File: config.mk
export PLATFORM = sky130hd
export DESIGN_NAME = line_framer_with_overflow_drop_core
export DESIGN_NICKNAME = d
export VERILOG_FILES = /design/src/design/lfrm_pkg.sv /design/src/design/lfrm_ram.sv /design/src/design/lfrm_oreg.sv /design/src/design/lfrm_ctrl.sv /design/src/design/line_framer_with_overflow_drop_core.sv
export SDC_FILE = /design/constraint.sdc
export NUM_CORES = 1
export LEC_CHECK = 0
export ABC_AREA = 1
export BUFFER_PORTS_ARGS = -buffer_cell sky130_fd_sc_hd__clkbuf_2
export CAP_MARGIN = 20
export CORE_ASPECT_RATIO = 0.6
export CORE_MARGIN = 4
export CORE_UTILIZATION = 50
export CTS_BUF_LIST = sky130_fd_sc_hd__clkbuf_4
export CTS_CLUSTER_SIZE = 30
export DETAILED_ROUTE_END_ITERATION = 8
export PLACE_DENSITY = 0.65
export SETUP_SLACK_MARGIN = 0.15
export SYNTH_ARGS = -nofsm -noshare
export SYNTH_HDL_FRONTEND = slang
export SYNTH_SLANG_ARGS = --single-unit
File: constraint.sdc
create_clock -name i_clk -period 3.6 [get_ports i_clk]
set_input_delay 0.54 -clock i_clk [delete_from_list [all_inputs] [get_ports i_clk]]
set_output_delay 0.54 -clock i_clk [all_outputs]
set_load 0.005 [all_outputs]
File: src/design/lfrm_pkg.sv
// Shared constants, types and FSM states of the line framer.
package lfrm_pkg;

    // Longest line that is delivered, not counting one trailing carriage return
    localparam int LINE_LIMIT  = 64;
    localparam int STORE_DEPTH = LINE_LIMIT + 1;
    localparam int ADDR_W      = $clog2(STORE_DEPTH);
    localparam int CNT_W       = $clog2(STORE_DEPTH + 1);
    localparam int BYTE_W      = 8;

    localparam logic [BYTE_W-1:0] BYTE_NL = 8'd10;
    localparam logic [BYTE_W-1:0] BYTE_CR = 8'd13;

    // Result kinds
    localparam logic KIND_DATA = 1'b0;
    localparam logic KIND_ERR  = 1'b1;

    typedef enum logic [1:0] {
        ST_IDLE,
        ST_READ,
        ST_LOAD
    } t_state;

    // Load command from the controller to the output register
    typedef struct packed {
        logic load;
        logic is_err;
        logic last;
    } t_oreg_cmd;

endpackage

File: src/design/lfrm_ram.sv
// Generic single-port-write, single-port-read RAM with registered read data.
module lfrm_ram #(
    parameter int DATA_W = 8,
    parameter int DEPTH  = 65,
    parameter int ADDR_W = $clog2(DEPTH)
) (
    input  logic              i_clk,
    input  logic              i_wr_en,
    input  logic [ADDR_W-1:0] i_wr_addr,
    input  logic [DATA_W-1:0] i_wr_data,
    input  logic              i_rd_en,
    input  logic [ADDR_W-1:0] i_rd_addr,
    output logic [DATA_W-1:0] o_rd_data
);

    logic [DATA_W-1:0] r_mem [DEPTH];
    logic [DATA_W-1:0] r_rd_data;

    // Write port
    always_ff @(posedge i_clk) begin
        if (i_wr_en) begin
            r_mem[i_wr_addr] <= i_wr_data;
        end
    end

    // Read port, data holds until the next read
    always_ff @(posedge i_clk) begin
        if (i_rd_en) begin
            r_rd_data <= r_mem[i_rd_addr];
        end
    end

    assign o_rd_data = r_rd_data;

endmodule

File: src/design/lfrm_oreg.sv
// Output register of the result channel.
module lfrm_oreg import lfrm_pkg::*; (
    input  logic              i_clk,
    input  logic              i_rst_n,
    input  t_oreg_cmd         i_cmd,
    input  logic [BYTE_W-1:0] i_rd_data,
    output logic              o_free,
    output logic              o_out_valid,
    input  logic              i_out_ready,
    output logic              o_kind,
    output logic [BYTE_W-1:0] o_line_byte,
    output logic              o_last_of_line
);

    logic              r_valid;
    logic              r_kind;
    logic [BYTE_W-1:0] r_byte;
    logic              r_last;

    // Slot can take a new item when empty or being drained now
    assign o_free = !r_valid || i_out_ready;

    always_ff @(posedge i_clk) begin
        if (!i_rst_n) begin
            r_valid <= 1'b0;
        end else if (i_cmd.load) begin
            r_valid <= 1'b1;
        end else if (i_out_ready) begin
            r_valid <= 1'b0;
        end
    end

    // Payload: error results carry a zero byte
    always_ff @(posedge i_clk) begin
        if (i_cmd.load) begin
            r_kind <= i_cmd.is_err ? KIND_ERR : KIND_DATA;
            r_byte <= i_cmd.is_err ? '0 : i_rd_data;
            r_last <= i_cmd.last;
        end
    end

    assign o_out_valid    = r_valid;
    assign o_kind         = r_kind;
    assign o_line_byte    = r_byte;
    assign o_last_of_line = r_last;

endmodule

File: src/design/lfrm_ctrl.sv
// Line controller: fill count, drop mode, store access and line readout.
module lfrm_ctrl import lfrm_pkg::*; (
    input  logic              i_clk,
    input  logic              i_rst_n,
    input  logic              i_in_valid,
    output logic              o_in_ready,
    input  logic [BYTE_W-1:0] i_byte_in,
    input  logic              i_oreg_free,
    output logic              o_wr_en,
    output logic [ADDR_W-1:0] o_wr_addr,
    output logic [BYTE_W-1:0] o_wr_data,
    output logic              o_rd_en,
    output logic [ADDR_W-1:0] o_rd_addr,
    output t_oreg_cmd         o_cmd
);

    localparam logic [CNT_W-1:0] LIMIT_C = CNT_W'(LINE_LIMIT);

    t_state            r_state, n_state;
    logic [CNT_W-1:0]  r_fill,  n_fill;
    logic              r_drop,  n_drop;
    logic              r_last_cr, n_last_cr;
    logic [ADDR_W-1:0] r_idx,   n_idx;
    logic [CNT_W-1:0]  r_len,   n_len;

    logic             accept;
    logic             is_nl;
    logic             is_cr;
    logic             fits;
    logic [CNT_W-1:0] nl_len;
    logic             idx_last;

    assign accept = i_in_valid && o_in_ready;
    assign is_nl  = (i_byte_in == BYTE_NL);
    assign is_cr  = (i_byte_in == BYTE_CR);
    assign fits   = (r_fill < LIMIT_C) || ((r_fill == LIMIT_C) && is_cr);
    // Line length with one trailing carriage return removed
    assign nl_len = r_fill - CNT_W'(r_last_cr && (r_fill != '0));
    assign idx_last = ((CNT_W'(r_idx) + CNT_W'(1)) == r_len);

    // Next state
    always_comb begin
        n_state = r_state;
        case (r_state)
            ST_IDLE: begin
                if (accept && is_nl && !r_drop && (nl_len != '0)) begin
                    n_state = ST_READ;
                end
            end
            ST_READ: begin
                n_state = ST_LOAD;
            end
            ST_LOAD: begin
                if (i_oreg_free) begin
                    n_state = idx_last ? ST_IDLE : ST_READ;
                end
            end
            default: n_state = ST_IDLE;
        endcase
    end

    // Outputs
    always_comb begin
        o_in_ready = 1'b0;
        o_wr_en    = 1'b0;
        o_wr_addr  = r_fill[ADDR_W-1:0];
        o_wr_data  = i_byte_in;
        o_rd_en    = 1'b0;
        o_rd_addr  = r_idx;
        o_cmd      = '0;
        case (r_state)
            ST_IDLE: begin
                o_in_ready = i_oreg_free;
                if (accept && !is_nl && !r_drop) begin
                    if (fits) begin
                        o_wr_en = 1'b1;
                    end else begin
                        o_cmd.load   = 1'b1;
                        o_cmd.is_err = 1'b1;
                        o_cmd.last   = 1'b1;
                    end
                end
            end
            ST_READ: begin
                o_rd_en = 1'b1;
            end
            ST_LOAD: begin
                if (i_oreg_free) begin
                    o_cmd.load = 1'b1;
                    o_cmd.last = idx_last;
                end
            end
            default: begin
                o_in_ready = 1'b0;
            end
        endcase
    end

    // Line bookkeeping
    always_comb begin
        n_fill    = r_fill;
        n_drop    = r_drop;
        n_last_cr = r_last_cr;
        n_idx     = r_idx;
        n_len     = r_len;
        if (accept) begin
            if (is_nl) begin
                n_fill    = '0;
                n_drop    = 1'b0;
                n_last_cr = 1'b0;
                n_idx     = '0;
                n_len     = nl_len;
            end else if (!r_drop) begin
                if (fits) begin
                    n_fill    = r_fill + CNT_W'(1);
                    n_last_cr = is_cr;
                end else begin
                    n_fill    = '0;
                    n_drop    = 1'b1;
                    n_last_cr = 1'b0;
                end
            end
        end
        if ((r_state == ST_LOAD) && i_oreg_free) begin
            n_idx = r_idx + ADDR_W'(1);
        end
    end

    always_ff @(posedge i_clk) begin
        if (!i_rst_n) begin
            r_state   <= ST_IDLE;
            r_fill    <= '0;
            r_drop    <= 1'b0;
            r_last_cr <= 1'b0;
            r_idx     <= '0;
            r_len     <= '0;
        end else begin
            r_state   <= n_state;
            r_fill    <= n_fill;
            r_drop    <= n_drop;
            r_last_cr <= n_last_cr;
            r_idx     <= n_idx;
            r_len     <= n_len;
        end
    end

endmodule

File: src/design/line_framer_with_overflow_drop_core.sv
// Top level of the newline-delimited line framer with overflow drop.
//
//   channel  | handshake                | payload
//   ---------+--------------------------+-------------------------------------
//   input    | i_in_valid / o_in_ready  | i_byte_in
//   output   | o_out_valid / i_out_ready| o_kind, o_line_byte, o_last_of_line
//
// An ordinary byte is written to the line store at the fill count. On a
// newline each delivered byte is first read from the store and then loaded
// into the output register, the load waiting while that register is not
// free; input is held off during that readout. Synchronous active-low
// reset clears the control state; store contents are undefined until
// written. A stalled output holds off the input only while the output
// register is full and not being taken.
module line_framer_with_overflow_drop_core import lfrm_pkg::*; (
    input  logic              i_clk,
    input  logic              i_rst_n,
    input  logic              i_in_valid,
    output logic              o_in_ready,
    input  logic [BYTE_W-1:0] i_byte_in,
    output logic              o_out_valid,
    input  logic              i_out_ready,
    output logic              o_kind,
    output logic [BYTE_W-1:0] o_line_byte,
    output logic              o_last_of_line
);

    logic              wr_en;
    logic [ADDR_W-1:0] wr_addr;
    logic [BYTE_W-1:0] wr_data;
    logic              rd_en;
    logic [ADDR_W-1:0] rd_addr;
    logic [BYTE_W-1:0] rd_data;
    logic              oreg_free;
    t_oreg_cmd         cmd;

    lfrm_ctrl u_ctrl (
        .i_clk       (i_clk),
        .i_rst_n     (i_rst_n),
        .i_in_valid  (i_in_valid),
        .o_in_ready  (o_in_ready),
        .i_byte_in   (i_byte_in),
        .i_oreg_free (oreg_free),
        .o_wr_en     (wr_en),
        .o_wr_addr   (wr_addr),
        .o_wr_data   (wr_data),
        .o_rd_en     (rd_en),
        .o_rd_addr   (rd_addr),
        .o_cmd       (cmd)
    );

    lfrm_ram #(
        .DATA_W (BYTE_W),
        .DEPTH  (STORE_DEPTH),
        .ADDR_W (ADDR_W)
    ) u_store (
        .i_clk     (i_clk),
        .i_wr_en   (wr_en),
        .i_wr_addr (wr_addr),
        .i_wr_data (wr_data),
        .i_rd_en   (rd_en),
        .i_rd_addr (rd_addr),
        .o_rd_data (rd_data)
    );

    lfrm_oreg u_oreg (
        .i_clk          (i_clk),
        .i_rst_n        (i_rst_n),
        .i_cmd          (cmd),
        .i_rd_data      (rd_data),
        .o_free         (oreg_free),
        .o_out_valid    (o_out_valid),
        .i_out_ready    (i_out_ready),
        .o_kind         (o_kind),
        .o_line_byte    (o_line_byte),
        .o_last_of_line (o_last_of_line)
    );

endmodule

==> impl_metrics.sql <==
INSERT INTO impl_metrics (metric_group, metric, value, unit) VALUES
('drt', 'detail_route.drc_violations', '0', ''),
('layout', 'layout-drive-gt1-share', '0.143', ''),
('layout', 'net_count_final', '2549', ''),
('layout', 'multiInputGateArea', '0.00653', 'mm^2'),
('grt', 'globalRouteMet3Util', '0.0742', ''),
('placement', 'place_congestion', '0.891', ''),
('yosys', 'synth.yosys.seq_area_share', '0.667', ''),
('timing', 'endpoints_failing_hold', '0', ''),
('timing', 'fin_hold_ws', '0.0714', 'ns'),
('yosys', 'postSynthCellCount', '2431', ''),
('worst_setup_path', 'worst-endpoint-arrival', '3.43', 'ns'),
('clock_network', 'post_cts.resized_instances', '0', ''),
('placement', 'placed_cells_incl_taps', '3047', ''),
('yosys', 'synthTopCellsByCount', '894 x sky130_fd_sc_hd__nand2_1, 538 x sky130_fd_sc_hd__edfxtp_1, 284 x sky130_fd_sc_hd__inv_1, 267 x sky130_fd_sc_hd__nand3_1, 107 x sky130_fd_sc_hd__nor2_1', ''),
('timing', 'worst_margin_slew', '1.03', 'ns'),
('yosys', 'synth_most_common_cell', 'sky130_fd_sc_hd__nand2_1', ''),
('drt', 'routed_wirelength', '65100', 'um'),
('drt', 'detailedRoute.firstPassIterationCount', '6', ''),
('clock_network', 'path_clk_slew', '0.07', 'ns'),
('placement', 'post-dp-hpwl', '38800', 'um'),
('outcome', 'run_status', 'finished clean', ''),
('yosys', 'post-synth-top-area-fraction', '0.647', ''),
('timing', 'finalSetupViolations', '0', ''),
('grt', 'global_route.usage.met2', '0.324', ''),
('worst_setup_path', 'setup.worst_path.start_class', 'flip-flop', ''),
('yosys', 'ys_warn_count', '0', ''),
('yosys', 'async_set_or_reset_flop_fraction_in_the_synthesized_netlist', '0', ''),
('grt', 'global_route.overflow_total', '0', ''),
('yosys', 'postSynthNetCount', '2449', ''),
('layout', 'regArea', '0.0167', 'mm^2'),
('drt', 'vias', '17460', ''),
('die', 'i_o_pins', '24', ''),
('power_and_ir_drop', 'power_leakage', '11.2', 'nW'),
('timing', 'setup_tns', '0', 'ns'),
('yosys', 'ys_ff_latch', '564', ''),
('grt', 'global_route_wire_length_before_repair', '98700', 'um'),
('placement', 'place_ws', '0.519', 'ns'),
('die', 'die_outline_height', '181', 'um'),
('clock_network', 'cts.htree.levels', '4', ''),
('timing', 'time_the_final_worst_path_needs_with_i_o_delays_and_setup', '2.75', 'ns'),
('yosys', 'synth.avg_cell_area', '10.3', 'um^2'),
('die', 'core_area', '0.0494', 'mm^2'),
('clock_network', 'clk_path_buf_depth', '3', ''),
('worst_setup_path', 'timing.setup.critical_path_class', 'reg -> reg', ''),
('yosys', 'synthesis.area', '0.0250', 'mm^2'),
('grt', 'grt_pass1_vias', '16612', ''),
('grt', 'global_route.usage.total', '0.245', ''),
('die', 'core.rowCount', '63', ''),
('timing', 'timing.fmax', '364', 'MHz'),
('layout', 'stdcell_count', '3278', ''),
('yosys', 'post_synth_main_area_contributors', 'sky130_fd_sc_hd__edfxtp_1 65%, sky130_fd_sc_hd__nand2_1 13%, sky130_fd_sc_hd__nand3_1 5.3%', ''),
('drt', 'avgViaCountPerCell', '5.33', ''),
('layout', 'finalCoreUtilization', '0.557', ''),
('clock_network', 'cts_hold_buf', '0', ''),
('yosys', 'commonest_register_cell_after_synthesis', 'sky130_fd_sc_hd__edfxtp_1', ''),
('drt', 'ant_nets', '0', ''),
('grt', 'antenna_found_initial', '1', ''),
('min_path', 'min-delay-path-class', 'in -> reg', ''),
('worst_setup_path', 'cp-end-kind', 'flip-flop', ''),
('timing', 'final.setup.worst_slack', '0.850', 'ns'),
('yosys', 'ys_types', '42', ''),
('grt', 'top_usage_layer', 'met1', ''),
('timing', 'worst_clock_skew', '0.0602', 'ns'),
('clock_network', 'post-cts-setup-buffers', '0', ''),
('clock_network', 'ctsRootBufferMaster', 'sky130_fd_sc_hd__clkbuf_4', ''),
('timing', 'slew_headroom', '0.310', ''),
('worst_setup_path', 'worst_ep_required_time', '4.28', 'ns'),
('timing', 'final_slew_violations', '0', ''),
('clock_network', 'cts_inserted_buffers', '132', ''),
('clock_network', 'clock_tree_from_tritoncts', 'built', ''),
('layout', 'layout.filler_cells', '4253', '');
registers in the layout, indices dropped and copies added (netlist names):
| name | cells |
|---|---|
| u_oreg.o_kind | 1 |
| u_oreg.o_out_valid | 1 |
| u_ctrl.o_rd_addr | 7 |
| u_store.o_rd_data | 8 |
| u_ctrl.r_len | 7 |
| u_ctrl.r_drop | 1 |
| u_ctrl.o_wr_addr | 7 |
| u_ctrl.r_last_cr | 1 |
| u_oreg.o_line_byte | 8 |
| u_oreg.o_last_of_line | 1 |
| u_ctrl.r_state | 2 |
| u_store.r_mem | 520 |
final cells by class:
class / instances / share of cell area
Clock inverter: 43 / 0.0107
Multi-Input combinational cell: 1451 / 0.237
Inverter: 300 / 0.0419
Antenna cell: 1 / 0.0000909
Tap cell: 650 / 0.0296
Timing Repair Buffer: 82 / 0.0235
Sequential cell: 564 / 0.606
Clock buffer: 187 / 0.0510
path summary, 6_finish.rpt:
| path | from | endpoint | cells past startpoint |
|---|---|---|---|
| max | u_ctrl.o_rd_addr[3]$_SDFFE_PN0P_ | u_store.o_rd_data[5]$_DFFE_PN_ | 7 |
| min | i_out_ready | u_ctrl.r_state[1]$_SDFFE_PN0P_ | 4 |
| max reg2reg | u_ctrl.o_rd_addr[3]$_SDFFE_PN0P_ | u_store.o_rd_data[5]$_DFFE_PN_ | 7 |
| min reg2reg | u_ctrl.r_last_cr$_SDFFE_PN0P_ | u_ctrl.r_last_cr$_SDFFE_PN0P_ | 2 |
cells in the final DEF, fill, tap and decap left out, types with 3 or more instances in the layout:
| master | instances |
|---|---|
| sky130_fd_sc_hd__o22ai_1 | 5 |
| sky130_fd_sc_hd__clkinvlp_4 | 5 |
| sky130_fd_sc_hd__edfxtp_1 | 538 |
| sky130_fd_sc_hd__clkbuf_2 | 15 |
| sky130_fd_sc_hd__or2_2 | 39 |
| sky130_fd_sc_hd__xor2_1 | 12 |
| sky130_fd_sc_hd__buf_4 | 52 |
| sky130_fd_sc_hd__clkinv_2 | 3 |
| sky130_fd_sc_hd__nand3_1 | 267 |
| sky130_fd_sc_hd__nand2_1 | 894 |
| sky130_fd_sc_hd__dfxtp_1 | 23 |
| sky130_fd_sc_hd__o211ai_2 | 23 |
| sky130_fd_sc_hd__bufinv_16 | 4 |
| sky130_fd_sc_hd__ha_1 | 6 |
| sky130_fd_sc_hd__inv_1 | 284 |
| sky130_fd_sc_hd__o21ai_0 | 19 |
| sky130_fd_sc_hd__or2_1 | 10 |
| sky130_fd_sc_hd__o21ai_1 | 3 |
| sky130_fd_sc_hd__buf_12 | 7 |
| sky130_fd_sc_hd__o211ai_1 | 17 |
| sky130_fd_sc_hd__buf_2 | 8 |
| sky130_fd_sc_hd__clkinv_1 | 32 |
| sky130_fd_sc_hd__a21oi_1 | 13 |
| sky130_fd_sc_hd__nor2_1 | 107 |
| sky130_fd_sc_hd__nand2_4 | 3 |
| sky130_fd_sc_hd__inv_2 | 10 |
| sky130_fd_sc_hd__nand3_4 | 3 |
| sky130_fd_sc_hd__nor3_1 | 12 |
| sky130_fd_sc_hd__clkbuf_4 | 187 |
worst max-delay path, cell delays in order, from the launching register on:
cell,delay [ns]
sky130_fd_sc_hd__dfxtp_1,0.94
sky130_fd_sc_hd__clkinv_1,0.54
sky130_fd_sc_hd__buf_4,0.39
sky130_fd_sc_hd__nand3_1,0.13
sky130_fd_sc_hd__nand3_1,0.23
sky130_fd_sc_hd__nand3_1,0.18
sky130_fd_sc_hd__nand3_1,0.10
sky130_fd_sc_hd__nand2_1,0.07
logic make-up (layout without fill, tap and decap cells):
family	after synthesis	in the layout	share of synthesized area
buffers and inverters	416	612	0.0716
other	0	1	0
XOR/XNOR	13	13	0.00456
AND/OR/NAND/NOR	1349	1349	0.228
AO/OA/AOI/OAI	83	83	0.0258
flip-flops	564	564	0.667
adder cells (fa/ha/maj)	6	6	0.00300
per-layer routing:
metal | vias to the layer above | share of wire
met3 | 107 | 0.12
met5 | - | 0
met1 | 8245 | 0.46
li1 | 8216 | -
met4 | 0 | 0.020
met2 | 892 | 0.40
report_power, final:
part	total [mW]	internal (mW)	switching [mW]	leakage, nW
logic	0.292	0.0474	0.245	5.18
registers	7.20	7.19	0.00896	5.05
clock network	5.23	2.69	2.54	0.989
total	12.7	9.93	2.79	11.2
Power figures use the tool's default switching activity.
